[src/rtl/rcst_pkg.sv]
`default_nettype none

package rcst_pkg;

   // Fixed field widths
   localparam int CMD_W   = 3;
   localparam int IDX_W   = 4;
   localparam int COUNT_W = 16;
   localparam int ID_W    = 31;
   localparam int ST_W    = 3;

   localparam logic [COUNT_W-1:0] COUNT_MAX = {COUNT_W{1'b1}};
   localparam logic [ID_W-1:0]    ID_MAX    = {ID_W{1'b1}};

   // Free bitmap is searched this many slots per cycle
   localparam int SCAN_CHUNK = 16;

   typedef enum logic [CMD_W-1:0] {
      CMD_CREATE  = 3'd0,
      CMD_DUP     = 3'd1,
      CMD_RELEASE = 3'd2,
      CMD_NEXT_ID = 3'd3,
      CMD_DEPTH   = 3'd4
   } cmd_type;

   typedef enum logic [ST_W-1:0] {
      ST_OK      = 3'd0,
      ST_FULL    = 3'd1,
      ST_UNDER   = 3'd2,
      ST_OVER    = 3'd3,
      ST_EXHAUST = 3'd4
   } status_type;

   typedef enum logic [2:0] {
      S_IDLE,
      S_SCAN,
      S_MODIFY,
      S_WALK,
      S_DONE
   } state_type;

   // One table entry as held in the slot memory
   typedef struct packed {
      logic [COUNT_W-1:0] ref_count;
      logic               parent_valid;
      logic [IDX_W-1:0]   parent_slot;
      logic [ID_W-1:0]    id_counter;
   } slot_word_type;

endpackage

`default_nettype wire

[src/rtl/rcst_req_if.sv]
`default_nettype none

interface rcst_req_if import rcst_pkg::*; ();
   logic             valid;
   logic             ready;
   logic [CMD_W-1:0] command;
   logic [IDX_W-1:0] slot_index;
   logic             slot_present;

   modport source (output valid, command, slot_index, slot_present, input ready);
   modport sink   (input valid, command, slot_index, slot_present, output ready);
endinterface

`default_nettype wire

[src/rtl/rcst_rsp_if.sv]
`default_nettype none

interface rcst_rsp_if import rcst_pkg::*; ();
   logic             valid;
   logic             ready;
   logic [IDX_W-1:0] result_slot;
   logic [ID_W-1:0]  issued_id;
   logic             at_max_depth;
   logic [ST_W-1:0]  status;

   modport source (output valid, result_slot, issued_id, at_max_depth, status, input ready);
   modport sink   (input valid, result_slot, issued_id, at_max_depth, status, output ready);
endinterface

`default_nettype wire

[src/rtl/refcounted_namespace_slot_table.sv]
// Reference-counted slot table. Each of SLOTS slots holds a 16-bit count,
// an optional parent link and a 31-bit id counter, kept in one memory with
// a registered read. One item is worked at a time; its response goes to an
// output register, so the next item is taken while the response waits.
// Dup, release and next id go through read, modify/write and respond steps.
// Create searches a free bitmap 16 slots per cycle. Depth check reads one
// parent link per cycle from the memory. Slot indexes of SLOTS or more
// count as no slot. No clearing pass is needed after reset.
`default_nettype none

module refcounted_namespace_slot_table import rcst_pkg::*; #(
   parameter int SLOTS     = 16,
   parameter int MAX_DEPTH = 8
) (
   input wire logic   clock,
   input wire logic   reset,
   rcst_req_if.sink   req_ch,
   rcst_rsp_if.source rsp_ch
);

   localparam int ADDR_W = (SLOTS > 1) ? $clog2(SLOTS) : 1;
   localparam int CHUNK  = (SLOTS < SCAN_CHUNK) ? SLOTS : SCAN_CHUNK;
   localparam int NCHUNK = (SLOTS + CHUNK - 1) / CHUNK;
   localparam int PAD_W  = NCHUNK * CHUNK;
   localparam int CW     = (NCHUNK > 1) ? $clog2(NCHUNK) : 1;
   localparam int POS_W  = (CHUNK > 1) ? $clog2(CHUNK) : 1;
   localparam int DEP_W  = $clog2(MAX_DEPTH + 1);

   state_type          state_ff, state_in;
   logic [CMD_W-1:0]   cmd_ff, cmd_in;
   logic [IDX_W-1:0]   idx_ff, idx_in;
   logic               have_ff, have_in;
   logic [ADDR_W-1:0]  addr_ff, addr_in;
   logic [CW-1:0]      chunk_ff, chunk_in;
   logic [DEP_W-1:0]   depth_ff, depth_in;

   logic [IDX_W-1:0]   res_slot_ff, res_slot_in;
   logic [ID_W-1:0]    res_id_ff, res_id_in;
   logic               res_deep_ff, res_deep_in;
   status_type         res_status_ff, res_status_in;

   logic               rsp_valid_ff, rsp_valid_in;
   logic [IDX_W-1:0]   rsp_slot_ff, rsp_slot_in;
   logic [ID_W-1:0]    rsp_id_ff, rsp_id_in;
   logic               rsp_deep_ff, rsp_deep_in;
   status_type         rsp_status_ff, rsp_status_in;

   logic [ADDR_W-1:0]  rd_addr;
   slot_word_type      rd_word;
   logic               wr_en;
   logic [ADDR_W-1:0]  wr_addr;
   slot_word_type      wr_word;
   logic [SLOTS-1:0]   free_vec;

   logic               req_accept;
   logic               req_have;
   logic [PAD_W-1:0]   free_pad;
   logic [CHUNK-1:0]   chunk_bits;
   logic               chunk_any;
   logic [POS_W-1:0]   chunk_pos;
   logic [31:0]        found_full;

   rcst_slot_store #(
      .SLOTS  (SLOTS),
      .ADDR_W (ADDR_W)
   ) u_store (
      .clock    (clock),
      .reset    (reset),
      .rd_addr  (rd_addr),
      .rd_word  (rd_word),
      .wr_en    (wr_en),
      .wr_addr  (wr_addr),
      .wr_word  (wr_word),
      .free_vec (free_vec)
   );

   assign req_ch.ready = (state_ff == S_IDLE);
   assign req_accept   = req_ch.valid && req_ch.ready;
   assign req_have     = req_ch.slot_present && (32'(req_ch.slot_index) < SLOTS);

   // Lowest free slot within the current chunk of the bitmap
   assign free_pad   = PAD_W'(free_vec);
   assign chunk_bits = free_pad[chunk_ff * CHUNK +: CHUNK];

   always_comb begin
      chunk_any = 1'b0;
      chunk_pos = '0;
      for (int i = CHUNK - 1; i >= 0; i--) begin
         if (chunk_bits[i]) begin
            chunk_any = 1'b1;
            chunk_pos = POS_W'(i);
         end
      end
   end

   assign found_full = 32'(chunk_ff) * CHUNK + 32'(chunk_pos);

   // Command sequencer: next state, memory access, result
   always_comb begin
      state_in      = state_ff;
      cmd_in        = cmd_ff;
      idx_in        = idx_ff;
      have_in       = have_ff;
      addr_in       = addr_ff;
      chunk_in      = chunk_ff;
      depth_in      = depth_ff;
      res_slot_in   = res_slot_ff;
      res_id_in     = res_id_ff;
      res_deep_in   = res_deep_ff;
      res_status_in = res_status_ff;
      rsp_valid_in  = rsp_valid_ff && !rsp_ch.ready;
      rsp_slot_in   = rsp_slot_ff;
      rsp_id_in     = rsp_id_ff;
      rsp_deep_in   = rsp_deep_ff;
      rsp_status_in = rsp_status_ff;
      rd_addr       = addr_ff;
      wr_en         = 1'b0;
      wr_addr       = addr_ff;
      wr_word       = rd_word;

      unique case (state_ff)
         S_IDLE: begin
            rd_addr = ADDR_W'(req_ch.slot_index);
            if (req_accept) begin
               cmd_in        = req_ch.command;
               idx_in        = req_ch.slot_index;
               have_in       = req_have;
               addr_in       = ADDR_W'(req_ch.slot_index);
               chunk_in      = '0;
               depth_in      = DEP_W'(1);
               res_slot_in   = req_ch.slot_index;
               res_id_in     = '0;
               res_deep_in   = 1'b0;
               res_status_in = ST_OK;
               unique case (cmd_type'(req_ch.command))
                  CMD_CREATE: state_in = S_SCAN;
                  CMD_DUP, CMD_RELEASE, CMD_NEXT_ID: begin
                     state_in = req_have ? S_MODIFY : S_DONE;
                  end
                  CMD_DEPTH: begin
                     if (!req_have) begin
                        state_in = S_DONE;
                     end else if (MAX_DEPTH <= 1) begin
                        res_deep_in = 1'b1;
                        state_in    = S_DONE;
                     end else begin
                        state_in = S_WALK;
                     end
                  end
                  default: state_in = S_DONE;
               endcase
            end
         end

         S_SCAN: begin
            if (chunk_any) begin
               wr_en                = 1'b1;
               wr_addr              = ADDR_W'(found_full);
               wr_word.ref_count    = COUNT_W'(1);
               wr_word.parent_valid = have_ff;
               wr_word.parent_slot  = have_ff ? idx_ff : '0;
               wr_word.id_counter   = ID_W'(1);
               res_slot_in          = IDX_W'(found_full);
               state_in             = S_DONE;
            end else if (chunk_ff == CW'(NCHUNK - 1)) begin
               res_slot_in   = '0;
               res_status_in = ST_FULL;
               state_in      = S_DONE;
            end else begin
               chunk_in = chunk_ff + CW'(1);
            end
         end

         // Read data is here: update the entry and write it back
         S_MODIFY: begin
            wr_en = 1'b1;
            unique case (cmd_type'(cmd_ff))
               CMD_DUP: begin
                  if (rd_word.ref_count == COUNT_MAX) begin
                     res_status_in = ST_OVER;
                  end else begin
                     wr_word.ref_count = rd_word.ref_count + COUNT_W'(1);
                  end
               end
               CMD_RELEASE: begin
                  if (rd_word.ref_count == '0) begin
                     res_status_in = ST_UNDER;
                  end else begin
                     wr_word.ref_count = rd_word.ref_count - COUNT_W'(1);
                  end
               end
               CMD_NEXT_ID: begin
                  if (rd_word.id_counter == ID_MAX) begin
                     res_status_in = ST_EXHAUST;
                  end else begin
                     res_id_in          = rd_word.id_counter;
                     wr_word.id_counter = rd_word.id_counter + ID_W'(1);
                  end
               end
               default: wr_en = 1'b0;
            endcase
            state_in = S_DONE;
         end

         // One parent link per cycle
         S_WALK: begin
            if (!rd_word.parent_valid) begin
               state_in = S_DONE;
            end else if (32'(rd_word.parent_slot) >= SLOTS) begin
               state_in = S_DONE;
            end else if (32'(depth_ff) + 1 >= MAX_DEPTH) begin
               res_deep_in = 1'b1;
               state_in    = S_DONE;
            end else begin
               depth_in = depth_ff + DEP_W'(1);
               rd_addr  = ADDR_W'(rd_word.parent_slot);
            end
         end

         S_DONE: begin
            if (!rsp_valid_ff || rsp_ch.ready) begin
               rsp_valid_in  = 1'b1;
               rsp_slot_in   = res_slot_ff;
               rsp_id_in     = res_id_ff;
               rsp_deep_in   = res_deep_ff;
               rsp_status_in = res_status_ff;
               state_in      = S_IDLE;
            end
         end

         default: state_in = S_IDLE;
      endcase
   end

   // Control state
   always_ff @(posedge clock) begin
      if (reset) begin
         state_ff     <= S_IDLE;
         rsp_valid_ff <= 1'b0;
      end else begin
         state_ff     <= state_in;
         rsp_valid_ff <= rsp_valid_in;
      end
   end

   // Working and payload registers
   always_ff @(posedge clock) begin
      cmd_ff        <= cmd_in;
      idx_ff        <= idx_in;
      have_ff       <= have_in;
      addr_ff       <= addr_in;
      chunk_ff      <= chunk_in;
      depth_ff      <= depth_in;
      res_slot_ff   <= res_slot_in;
      res_id_ff     <= res_id_in;
      res_deep_ff   <= res_deep_in;
      res_status_ff <= res_status_in;
      rsp_slot_ff   <= rsp_slot_in;
      rsp_id_ff     <= rsp_id_in;
      rsp_deep_ff   <= rsp_deep_in;
      rsp_status_ff <= rsp_status_in;
   end

   assign rsp_ch.valid        = rsp_valid_ff;
   assign rsp_ch.result_slot  = rsp_slot_ff;
   assign rsp_ch.issued_id    = rsp_id_ff;
   assign rsp_ch.at_max_depth = rsp_deep_ff;
   assign rsp_ch.status       = rsp_status_ff;

endmodule

`default_nettype wire

[src/rtl/rcst_slot_store.sv]
`default_nettype none

// Slot memory: one read and one write port, registered read data.
// Per-entry written bits make never-written entries read as all zero,
// and a free bitmap tracks which slots hold a zero count.
module rcst_slot_store import rcst_pkg::*; #(
   parameter int SLOTS  = 16,
   parameter int ADDR_W = 4
) (
   input  wire logic                clock,
   input  wire logic                reset,
   input  wire logic [ADDR_W-1:0]   rd_addr,
   output      slot_word_type       rd_word,
   input  wire logic                wr_en,
   input  wire logic [ADDR_W-1:0]   wr_addr,
   input  wire slot_word_type       wr_word,
   output      logic [SLOTS-1:0]    free_vec
);

   slot_word_type    mem [SLOTS];
   slot_word_type    rd_data_ff;
   logic             rd_hit_ff;
   logic [SLOTS-1:0] written_ff;
   logic [SLOTS-1:0] free_ff;

   // Array storage and registered read
   always_ff @(posedge clock) begin
      if (wr_en) begin
         mem[wr_addr] <= wr_word;
      end
      rd_data_ff <= mem[rd_addr];
      rd_hit_ff  <= written_ff[rd_addr];
   end

   // Written and free bits
   always_ff @(posedge clock) begin
      if (reset) begin
         written_ff <= '0;
         free_ff    <= '1;
      end else if (wr_en) begin
         written_ff[wr_addr] <= 1'b1;
         free_ff[wr_addr]    <= (wr_word.ref_count == '0);
      end
   end

   assign rd_word  = rd_hit_ff ? rd_data_ff : '0;
   assign free_vec = free_ff;

endmodule

`default_nettype wire

[src/flat_wrapper.sv]
// flat-port wrapper written by rule: the top's interface ports become plain ports
module refcounted_namespace_slot_table_flat import rcst_pkg::*;
#(
   parameter int SLOTS     = 16,
   parameter int MAX_DEPTH = 8
)
  (clock, reset, req_ch_valid, req_ch_command, req_ch_slot_index, req_ch_slot_present, req_ch_ready, rsp_ch_valid, rsp_ch_result_slot, rsp_ch_issued_id, rsp_ch_at_max_depth, rsp_ch_status, rsp_ch_ready);
  rcst_req_if req_ch_i ();
  rcst_rsp_if rsp_ch_i ();
  input wire logic clock;
  input wire logic reset;
  input wire logic [$bits(req_ch_i.valid)-1:0] req_ch_valid;
  input wire logic [$bits(req_ch_i.command)-1:0] req_ch_command;
  input wire logic [$bits(req_ch_i.slot_index)-1:0] req_ch_slot_index;
  input wire logic [$bits(req_ch_i.slot_present)-1:0] req_ch_slot_present;
  output wire logic [$bits(req_ch_i.ready)-1:0] req_ch_ready;
  output wire logic [$bits(rsp_ch_i.valid)-1:0] rsp_ch_valid;
  output wire logic [$bits(rsp_ch_i.result_slot)-1:0] rsp_ch_result_slot;
  output wire logic [$bits(rsp_ch_i.issued_id)-1:0] rsp_ch_issued_id;
  output wire logic [$bits(rsp_ch_i.at_max_depth)-1:0] rsp_ch_at_max_depth;
  output wire logic [$bits(rsp_ch_i.status)-1:0] rsp_ch_status;
  input wire logic [$bits(rsp_ch_i.ready)-1:0] rsp_ch_ready;
  assign req_ch_i.valid = req_ch_valid;
  assign req_ch_i.command = req_ch_command;
  assign req_ch_i.slot_index = req_ch_slot_index;
  assign req_ch_i.slot_present = req_ch_slot_present;
  assign req_ch_ready = req_ch_i.ready;
  assign rsp_ch_valid = rsp_ch_i.valid;
  assign rsp_ch_result_slot = rsp_ch_i.result_slot;
  assign rsp_ch_issued_id = rsp_ch_i.issued_id;
  assign rsp_ch_at_max_depth = rsp_ch_i.at_max_depth;
  assign rsp_ch_status = rsp_ch_i.status;
  assign rsp_ch_i.ready = rsp_ch_ready;
  refcounted_namespace_slot_table #(.SLOTS(SLOTS), .MAX_DEPTH(MAX_DEPTH)) u_core (.clock(clock), .reset(reset), .req_ch(req_ch_i), .rsp_ch(rsp_ch_i));
endmodule
[config.mk]
export PLATFORM = sky130hd
export DESIGN_NAME = refcounted_namespace_slot_table_flat
export DESIGN_NICKNAME = d
export VERILOG_FILES = /design/src/rtl/rcst_pkg.sv /design/src/rtl/rcst_req_if.sv /design/src/rtl/rcst_rsp_if.sv /design/src/rtl/refcounted_namespace_slot_table.sv /design/src/rtl/rcst_slot_store.sv /design/src/flat_wrapper.sv
export SDC_FILE = /design/constraint.sdc
export NUM_CORES = 1
export LEC_CHECK = 0
export ABC_CLOCK_PERIOD_IN_PS = 13400
export BUFFER_PORTS_ARGS = -buffer_cell sky130_fd_sc_hd__buf_2
export CAP_MARGIN = 20
export CORE_AREA = 4 4 302 304
export CTS_BUF_LIST = sky130_fd_sc_hd__clkbuf_16
export CTS_CLUSTER_SIZE = 30
export DETAILED_ROUTE_END_ITERATION = 12
export DIE_AREA = 0 0 306 308
export PLACE_DENSITY = 0.6
export SLEW_MARGIN = 30
export SYNTH_ARGS = -nofsm -noshare
export SYNTH_HDL_FRONTEND = slang
export SYNTH_HIERARCHICAL = 1
export SYNTH_SLANG_ARGS = --single-unit
[constraint.sdc]
create_clock -name clock -period 13.4 [get_ports clock]
set_input_delay 2.68 -clock clock [delete_from_list [all_inputs] [get_ports clock]]
set_output_delay 2.68 -clock clock [all_outputs]
set_load 0.02 [all_outputs]
# ---- Yosys cells after proc, flatten, opt, wreduce, memory -nomap -nowiden
# Memories as Yosys holds them, arrays and structs flattened. A register that Yosys moved wholly into a read port is not among the register bits.
# Index checks and enable logic that the tools add are counted.
dict set report classes {
  bitwise_logic 1
  n_eq_ne 28
  reduce_logical 25
  mux 97
  shift 1
  n_lt_le_gt_ge 4
  div 0
  multipliers 0
  add_sub_neg 7
}
# op n
set ops {}
lappend ops {{$mux W31} 5}
lappend ops {{$pmux W31 S2} 2}
lappend ops {{$mux W4} 27}
lappend ops {{$mux W52} 2}
lappend ops {{$pmux W16 S2} 2}
lappend ops {{$mux W3} 14}
lappend ops {{$ge A32 B4 Y1 const B} 1}
lappend ops {{$logic_not A16 Y1} 2}
lappend ops {{$mux W16} 2}
lappend ops {{$add A31 B1 Y31 const B} 1}
lappend ops {{$eq A31 B31 Y1 const B} 1}
lappend ops {{$mux W1} 29}
lappend ops {{$pmux W3 S3} 3}
lappend ops {{$pmux W4 S2} 3}
lappend ops {{$eq A3 B2 Y1 const B} 6}
lappend ops {{$add A16 B1 Y16 const B} 1}
lappend ops {{$bwmux W16} 1}
lappend ops {{$eq A16 B16 Y1 const B} 1}
lappend ops {{$or A16 B16 Y16} 1}
lappend ops {{$reduce_and A4 Y1} 4}
lappend ops {{$shiftx A16 B6 Y16} 1}
lappend ops {{$sub A16 B1 Y16 const B} 1}
lappend ops {{$pmux W3 S5} 1}
lappend ops {{$ne A2 B2 Y1 const B} 6}
lappend ops {{other kinds (26)} 46}
dict set report word_totals {
  word_cells 182
  regBits 128
  out_inout_bits 41
  romBits 0
  latch_bits 0
  ramBits 832
  n_memories 1
}
# name depth width read_ports rd_ports_with_merged_regs wr line_no
set mem_list {}
lappend mem_list {u_core.u_store.mem 16 52 1 1 1 rcst_slot_store.sv:20} ;# slot_word_type mem [SLOTS];

# ---- Depth between registers and ports, before layout
# Gate-level depths: netlist of run 1.
dict set report depth {
  word_depth 25
  depth_mapped 14
  depth_no_buf 11
}

# ---- Modules after synthesis
# The synthesis of run 1 kept the hierarchy.
# module area_each_um2 cells_each seq_area_each_um2 instances
set by_module_without_submodules {}
lappend by_module_without_submodules {rcst_slot_store 33788.7 1517 26685.6 1}
lappend by_module_without_submodules {refcounted_namespace_slot_table 5884.4 606 2782.7 1}

# ---- Least setup slack after synthesis of run 1
# No wires, ideal clock.
dict set report synth_path {
  path_type {register to register}
  from {reg u_core.u_store.free_ff[3], in the netlist u_core/u_store/free_vec[3]}
  to {mem u_core/u_store/mem[13][0] (netlist bit) (enable)}
  setup_time_ns 0.464
  slack_ns 8.531
  path_stages_with_launch 11
  arrival_time_ns 4.405
  synth_period_minus_slack_ns 4.869
  path_cell_list {dfxtp_1 > nor4_1 > nand4_1 > nand2_1 > clkbuf_1 > clkbuf_1 > nand2_1 > nand2_1 > clkbuf_1 > nand3_1 > nor2_1}
}
dict set report synth_between {
  elab_cells_between_ends 16
  cone_classes {add/sub (1); shift (1); mux (14)}
}
# item line_no
set synth_rtl {}
lappend synth_rtl {{start, declared} rcst_slot_store.sv:24} ;# logic [SLOTS-1:0] free_ff;
lappend synth_rtl {{start signal, assigned by index} rcst_slot_store.sv:42} ;# free_ff[wr_addr] <= (wr_word.ref_count == '0);
lappend synth_rtl {{$shiftx A16 B6 Y16 *} refcounted_namespace_slot_table.sv:83} ;# assign chunk_bits = free_pad[chunk_ff * CHUNK +: CHUNK];
lappend synth_rtl {{$mux W4 (4 in series)} refcounted_namespace_slot_table.sv:89} ;# if (chunk_bits[i]) begin
lappend synth_rtl {{$add A1 B4 Y4} refcounted_namespace_slot_table.sv:96} ;# assign found_full = 32'(chunk_ff) * CHUNK + 32'(chunk_pos);
lappend synth_rtl {{$mux W4 *} refcounted_namespace_slot_table.sv:156} ;# if (chunk_any) begin
lappend synth_rtl {{$mux W4 *} refcounted_namespace_slot_table.sv:121} ;# unique case (state_ff)
lappend synth_rtl {{net u_core.wr_addr[2]} refcounted_namespace_slot_table.sv:51} ;# logic [ADDR_W-1:0] wr_addr;
lappend synth_rtl {{end, declared} rcst_slot_store.sv:20}
# Mark *: on every way through the listed nets, which the timed path passes. The rest lies on a longest branch.

==> results of run 1 <==
-- cell usage after synthesis (3+ instances only) --
cell / n
a21o_1: 4
nor2b_1: 6
xnor2_1: 5
o311ai_0: 13
nand3_1: 44
a22o_1: 6
nor4_2: 3
mux4_2: 212
or4_1: 7
nand3b_1: 5
mux2i_1: 17
a22oi_1: 106
nor2_1: 46
nor4b_1: 3
dfxtp_1: 89
nand2b_1: 9
clkbuf_1: 69
or3_1: 14
o21a_1: 16
buf_2: 27
o211ai_1: 24
and2_1: 86
a21oi_1: 15
or3b_2: 4
nor3b_1: 8
inv_1: 22
nand2_1: 136
edfxtp_1: 922
buf_6: 11
o31ai_1: 24
nor4_1: 24
o22ai_1: 4
and4_1: 3
a31oi_1: 4
a211o_1: 3
buf_4: 5
buf_1: 9
nor3_1: 18
nand4_2: 4
nand4_1: 13
ha_1: 4
and3_1: 4
o21ai_0: 32
-- flip-flops by register name, summed over array words and instances (netlist names), 16 cells and up --
signal / flops
u_core/res_id_ff: 31
u_core/rsp_ch.issued_id: 31
u_core/u_store/free_vec: 16
u_core/u_store/mem: 832
u_core/u_store/rd_data_ff: 52
u_core/u_store/written_ff: 16
-- logic make-up (layout without fill, tap and decap cells) --
family	count (synthesis)	after routing	share of synthesized area, %
adders and majority gates	4	4	0.126
other	0	3	0
DFF	1011	1011	74.3
buffers and inverters	146	325	1.73
and+or+nand+nor	452	452	6.21
AOI/OAI and AO/OA	272	272	4.98
muxes	231	231	12.5
xor gates and xnor gates	7	7	0.155
-- power by group through the flow --
stage	Combinational (uW)	Clock [uW]	Sequential, uW
final	468	2730	3490
after global routing	506	2920	3490
after CTS	473	2780	3490
after detailed placement	472	0	3550
after global placement	467	0	3550
after floorplan	339	0	3550
-- worst max-delay path by stage --
stage / end
final: u_core/u_store/free_vec[11]
after detailed placement: u_core/u_store/rd_data_ff[2]
after CTS: u_core/u_store/free_vec[15]
after global routing: u_core/u_store/free_vec[11]
after floorplan: u_core/u_store/mem[13][0]
after global placement: u_core/u_store/rd_data_ff[6]
-- layer usage --
layer  vias up  global-route usage [%]  wire [um]
li1       8900                       -          -
met1     10900                    28.0      40000
met2       800                    34.7      48200
met3       152                    3.23       6620
met4         4                    5.91       2210
met5         -                       0         23
-- final cells by class --
class	instances	area (um^2)	share of cell area, %
antenna	3	7.51	0.0168
clock buffer	103	2580	5.76
clock inverter	88	658	1.47
inverter	23	96.3	0.215
multi-input combinational	966	9720	21.7
sequential	1011	29500	65.9
tap	1165	1460	3.26
timing repair buffer	111	751	1.68
-- per-stage QoR --
step	total power [uW]	cells	util (%)	hold WS (ps)
after global routing	6910	3468	50.7	424
after detailed placement	4020	3274	46.9	405
after CTS	6750	3465	50.6	420
after floorplan	3890	2123	-	400
final	6680	3470	50.7	419
after global placement	4020	3272	46.9	405
-- layout by cell type, fill, tap and decap left out, types with 5 or more instances in the layout --
master,netlist,layout
nand2_1,136,135
buf_2,27,52
nor4_1,24,24
or3_1,14,14
clkinvlp_4,0,5
o311ai_0,13,13
mux2i_2,0,14
or4_1,7,7
and2_1,86,85
o21a_1,16,16
a21oi_1,15,13
clkbuf_16,0,103
clkinv_2,0,27
a22o_1,6,6
o211ai_1,24,24
nor2_1,46,37
nand3b_1,5,5
clkinv_1,0,25
o31ai_1,24,24
o21ai_0,32,30
inv_1,22,38
nor2_4,0,9
nor3_1,18,18
nor3b_1,8,6
nand2b_1,9,9
buf_4,5,52
dfxtp_1,89,88
xnor2_1,5,5
a22oi_1,106,106
mux4_2,212,212
nand3_1,44,44
edfxtp_1,922,922
bufinv_16,0,8
nand4_1,13,13
==> flow_summary.yaml, run 1 <==
placed_design:
  place_area_mm2: 0.0414
  io_buffers: 52
  post-place-ws_ps: 7700
  hpwlAfterDp_um: 51400
  routabilityCongestion: 0.863
critical_path:
  setup.worst_path.class: "reg -> reg"
  r2r_start: "u_core/u_store/rd_hit_ff"
  rrSetupSlack_ps: 7940
  cp_max_fo: 52
  crit_family: "simple AND/OR/NAND/NOR gates"
  critical_path.cell_chain: "buf_4 > and2_1 > nand3_1 > nor4_2 > nand3_1 > mux2_2 > a221o_1 > nor4_1 > nand4_1 > o311ai_0"
  critPathMaxStageDelay_ps: 890
  crit_slowest_cell: "nand4_1"
  critPathMostFrequentCell: "nand3_1"
  cp-end-kind: "flop"
  path_buf_inv: 1
  required_ps: 13920
  reg2reg_to: "u_core/u_store/free_vec[11]"
  crit_cells: 10
  worst-endpoint-arrival_ps: 5980
  reg2reg_depth: 10
  crit_start: "u_core/u_store/rd_hit_ff"
  crit_path_start_kind: "flop"
timing:
  setup_violations: 0
  setup_tns_ps: 0
  max_freq_mhz: 183
  fin_crit_ps: 5460
  worst_clock_skew_ps: 38.0
  rsz0062_at_grt: "false"
  fin_crit_sh_pct: 40.7
  fin_ws_ps: 7940
  tightest_slew_ps: 985
  drv_slew: 0
  hold_violations: 0
  max_slew_margin_pct: 34.4
yosys:
  ys_warn_count: 6
  netlist_area_mm2: 0.0397
  yosysTopAreaCell: "edfxtp_1"
  ys_async_sr_fraction_pct: 0
  synth_ff_type: "edfxtp_1"
  avgSynthCellArea_um2: 18.7
  seq_area_frac_synth_pct: 74.3
  ys_seq_elements: 1011
  synth_top_cell_area_share_pct: 69.8
  syn_nets: 2139
  synth.distinct_cells: 73
  synth_edf_count: 922
  synth.area.top_cells: "edfxtp_1 (70%), mux4_2 (12%), dfxtp_1 (4.5%), a22oi_1 (2.0%), and2_1 (1.4%)"
  syn_inst: 2123
cts:
  cts_hold_buffers: 0
  htree_levels: 3
  clock_latency_ps: 660
  clk_pin_slew_ps: 60
  clock_path_buffers: 3
  postCtsSetupRepairBufs: 0
  cts-resized-gates: 0
  clkSinkCount: 1011
  cts_made_buffers: 101
  clockRootBuffer: "clkbuf_16"
  cts_tree: "done"
global_route:
  first_global_vias: 21400
  gr-total-overflow: 0
  antenna_found_initial: 5
  grt_first_pass_wirelength_um: 143000
  grtUsageTotal_pct: 20.6
  grt_start_max_net_pins: 103
hold_path:
  holdPathEnd: "u_core/rsp_ch.issued_id[4]"
  hold_path_depth: 0
  min_from: "u_core/res_id_ff[4]"
  hold_class: "reg -> reg"
cells_and_area:
  fillCellCount: 7029
  area_growth_pct: 12.8
  layout.cell_area.non_filler_mm2: 0.0447
  drive_gt1_share_pct: 23.5
  nNetsFinal: 2230
floorplanning:
  die_area_mm2: 0.0942
  row_count: 109
  initial_core_util_pct: 45.0
  dieWidth_um: 306
  io_pins: 53
  core_mm2: 0.0882
  die_y_um: 308
routing:
  avgRoutedWirePerCell_um: 28.0
  first_iter_violations: 2074
  antenna_left: 0
  route.detailed.drc: 0
  firstDrtPassIters: 5
  totalWireLength_um: 97100
  via_per_inst: 6.00
  vias: 20800
power_and_ir_drop:
  powerDensity_mw_per_mm2: 149
  swShare_pct: 22.1
  power_frac_clock_pct: 40.8
  seq_power_share_pct: 52.2
  netSwitchingPower_uw: 1480
  max-vdd-ir-drop_uv: 110
  p_comb_share_pct: 7.0
  leakage_uw: 0.0132
  p_int_uw: 5200
flow_run:
  drv_cap: 0
run_status:
  status: "complete, no violations"
Power figures use the tool's default switching activity.
==> inputs of run 2 (changes only) <==
- ABC_CLOCK_PERIOD_IN_PS: 13400 -> 5000
- PLACE_DENSITY: 0.6 -> 0.62
- clock period: 13.4 -> 5 ns (I/O delays scaled with it)
==> run 2 against run 1 <==
  * Critical endpoint is now u_core/u_store/mem[7][4]
  * Die area is the same
  * Critical path depth is 2 lower
  * Clock power grew to 2.7 times the previous value
  * Utilization rose by 0.73 points
  * Sequential power rose to 2.7 times the previous value
  * Final cell count increased by 1.0%
  * Hold slack lost 2.1 ps
  * Combinational power rose to 2.9 times the previous value
  * Clock skew decreased by 16 ps
  * Routed wire length grew 0.92%
  * Setup slack lost 7200 ps
  * Flip-flop and latch count is the same
==> flow_summary.yaml, run 2 (synthesis results as in run 1) <==
floorplanning:
  row_count: 109
  die_y_um: 308
  die_area_mm2: 0.0942
  core_mm2: 0.0882
  initial_core_util_pct: 45.0
  io_pins: 53
  dieWidth_um: 306
critical_path:
  cp_max_fo: 30
  rrSetupSlack_ps: 750
  reg2reg_to: "u_core/u_store/mem[7][4]"
  reg2reg_depth: 8
  r2r_start: "u_core/state_ff[1]"
  worst-endpoint-arrival_ps: 4730
  setup.worst_path.class: "reg -> reg"
  required_ps: 5470
  crit_path_start_kind: "flop"
  cp-end-kind: "flop"
cts:
  cts_made_buffers: 100
  clock_path_buffers: 3
  clockRootBuffer: "clkbuf_16"
  cts_hold_buffers: 0
  cts_tree: "done"
  clock_latency_ps: 660
  postCtsSetupRepairBufs: 0
  clkSinkCount: 1011
  cts-resized-gates: 0
  clk_pin_slew_ps: 60
  htree_levels: 3
power_and_ir_drop:
  max-vdd-ir-drop_uv: 301
  leakage_uw: 0.0135
  powerDensity_mw_per_mm2: 400
  p_total_uw: 18100
timing:
  setup_violations: 0
  setup_tns_ps: 0
  tightest_slew_ps: 972
  max_slew_margin_pct: 35.2
  rsz0062_at_grt: "false"
  drv_slew: 0
  fin_crit_ps: 4250
  worst_clock_skew_ps: 22.4
  fin_crit_sh_pct: 85.0
  hold_violations: 0
  max_freq_mhz: 235
  fin_ws_ps: 750
routing:
  route.detailed.drc: 0
  avgRoutedWirePerCell_um: 28.0
  antenna_left: 0
  firstDrtPassIters: 5
  via_per_inst: 5.98
  vias: 21000
  first_iter_violations: 2223
  totalWireLength_um: 98000
global_route:
  gr-total-overflow: 0
  first_global_vias: 21400
  grt_start_max_net_pins: 54
  grt_first_pass_wirelength_um: 145000
  grtUsageTotal_pct: 20.8
  antenna_found_initial: 5
cells_and_area:
  final_cell_mix: "edfxtp_1 (922), mux4_2 (212), nand2_1 (135)"
  final_common_cell: "edfxtp_1"
  nNetsFinal: 2271
  finalNonFillerCells: 3505
  area_growth_pct: 14.4
  fillCellCount: 6993
  regMostFlops: "u_core/u_store/mem"
  reg.largest.list: "u_core/u_store/mem (832), u_core/u_store/rd_data_ff (52)"
  layout.cell_area.non_filler_mm2: 0.0454
  multi_input_area_mm2: 0.00970
  drive_gt1_share_pct: 24.7
  largest_reg_flops: 832
  ff_latch_area_mm2: 0.0295
hold_path:
  min_from: "u_core/res_id_ff[6]"
  hold_path_depth: 0
  holdPathEnd: "u_core/rsp_ch.issued_id[6]"
  hold_class: "reg -> reg"
run_status:
  status: "complete, no violations"
placed_design:
  post-place-ws_ps: 811
  routabilityCongestion: 0.845
  hpwlAfterDp_um: 57100
  place_area_mm2: 0.0421
  placed_cells: 3318
  io_buffers: 52
flow_run:
  drv_cap: 0
## run 2: changes by cell type in the layout (fill, tap and decap cells not counted), moves of 4 or more
cell       delta
clkinv_1      -7
buf_12       +23
mux2i_1       +7
mux2i_2       -7
buf_4        +19
bufinv_16     +4
## run 2: per-layer routing
| metal | GRT usage (%) | up-vias | share of wire (%) |
|---|---|---|---|
| met5 | 0 | - | 0.0082 |
| met4 | 5.44 | 2 | 2.6 |
| met3 | 3.53 | 161 | 6.4 |
| met2 | 34.3 | 769 | 49 |
| met1 | 29.0 | 11100 | 42 |
| li1 | - | 8975 | - |
## run 2: cell type report
type,count,area share [%]
tap,1165,3.21
inverter,23,0.212
clock inverter,85,1.61
sequential,1011,64.9
multi-input combinational,966,21.4
timing repair buffer,153,3.08
antenna,1,0.00551
clock buffer,101,5.57
## run 2: worst max path at each step
stage / from / slack (ps) / to / cells past startpoint
floorplan: u_core/u_store/free_vec[3] / 130 / u_core/u_store/mem[13][0] / 10
global placement: u_core/state_ff[1] / 850 / u_core/u_store/mem[8][1] / 5
detailed placement: u_core/u_store/rd_hit_ff / 810 / u_core/u_store/mem[12][13] / 8
CTS: u_core/u_store/rd_hit_ff / 770 / u_core/u_store/mem[4][13] / 8
global route: u_core/state_ff[1] / 580 / u_core/u_store/mem[5][4] / 8
finish: u_core/state_ff[1] / 750 / u_core/u_store/mem[7][4] / 8
## run 2: report_power, final
part           internal (uW)  leakage [uW]  total [uW]  switching, uW
combinational            565       0.00378        1360            793
sequential              9280       0.00801        9370           84.5
clock                   4290       0.00167        7410           3120
## run 2: stage by stage
step,util (%),hold WS (ps)
global placement,47.5,405
detailed placement,47.7,406
floorplan,-,400
global route,51.4,424
CTS,51.4,417
finish,51.4,417
## run 2: worst max-delay path, stage by stage, from the launching register on
cell and delay (ps):
dfxtp_1 490, nor3b_2 710, buf_4 440, nand3_1 610, inv_2 360, nand2_1 190
or2_1 350, o31ai_1 580, buf_4 320
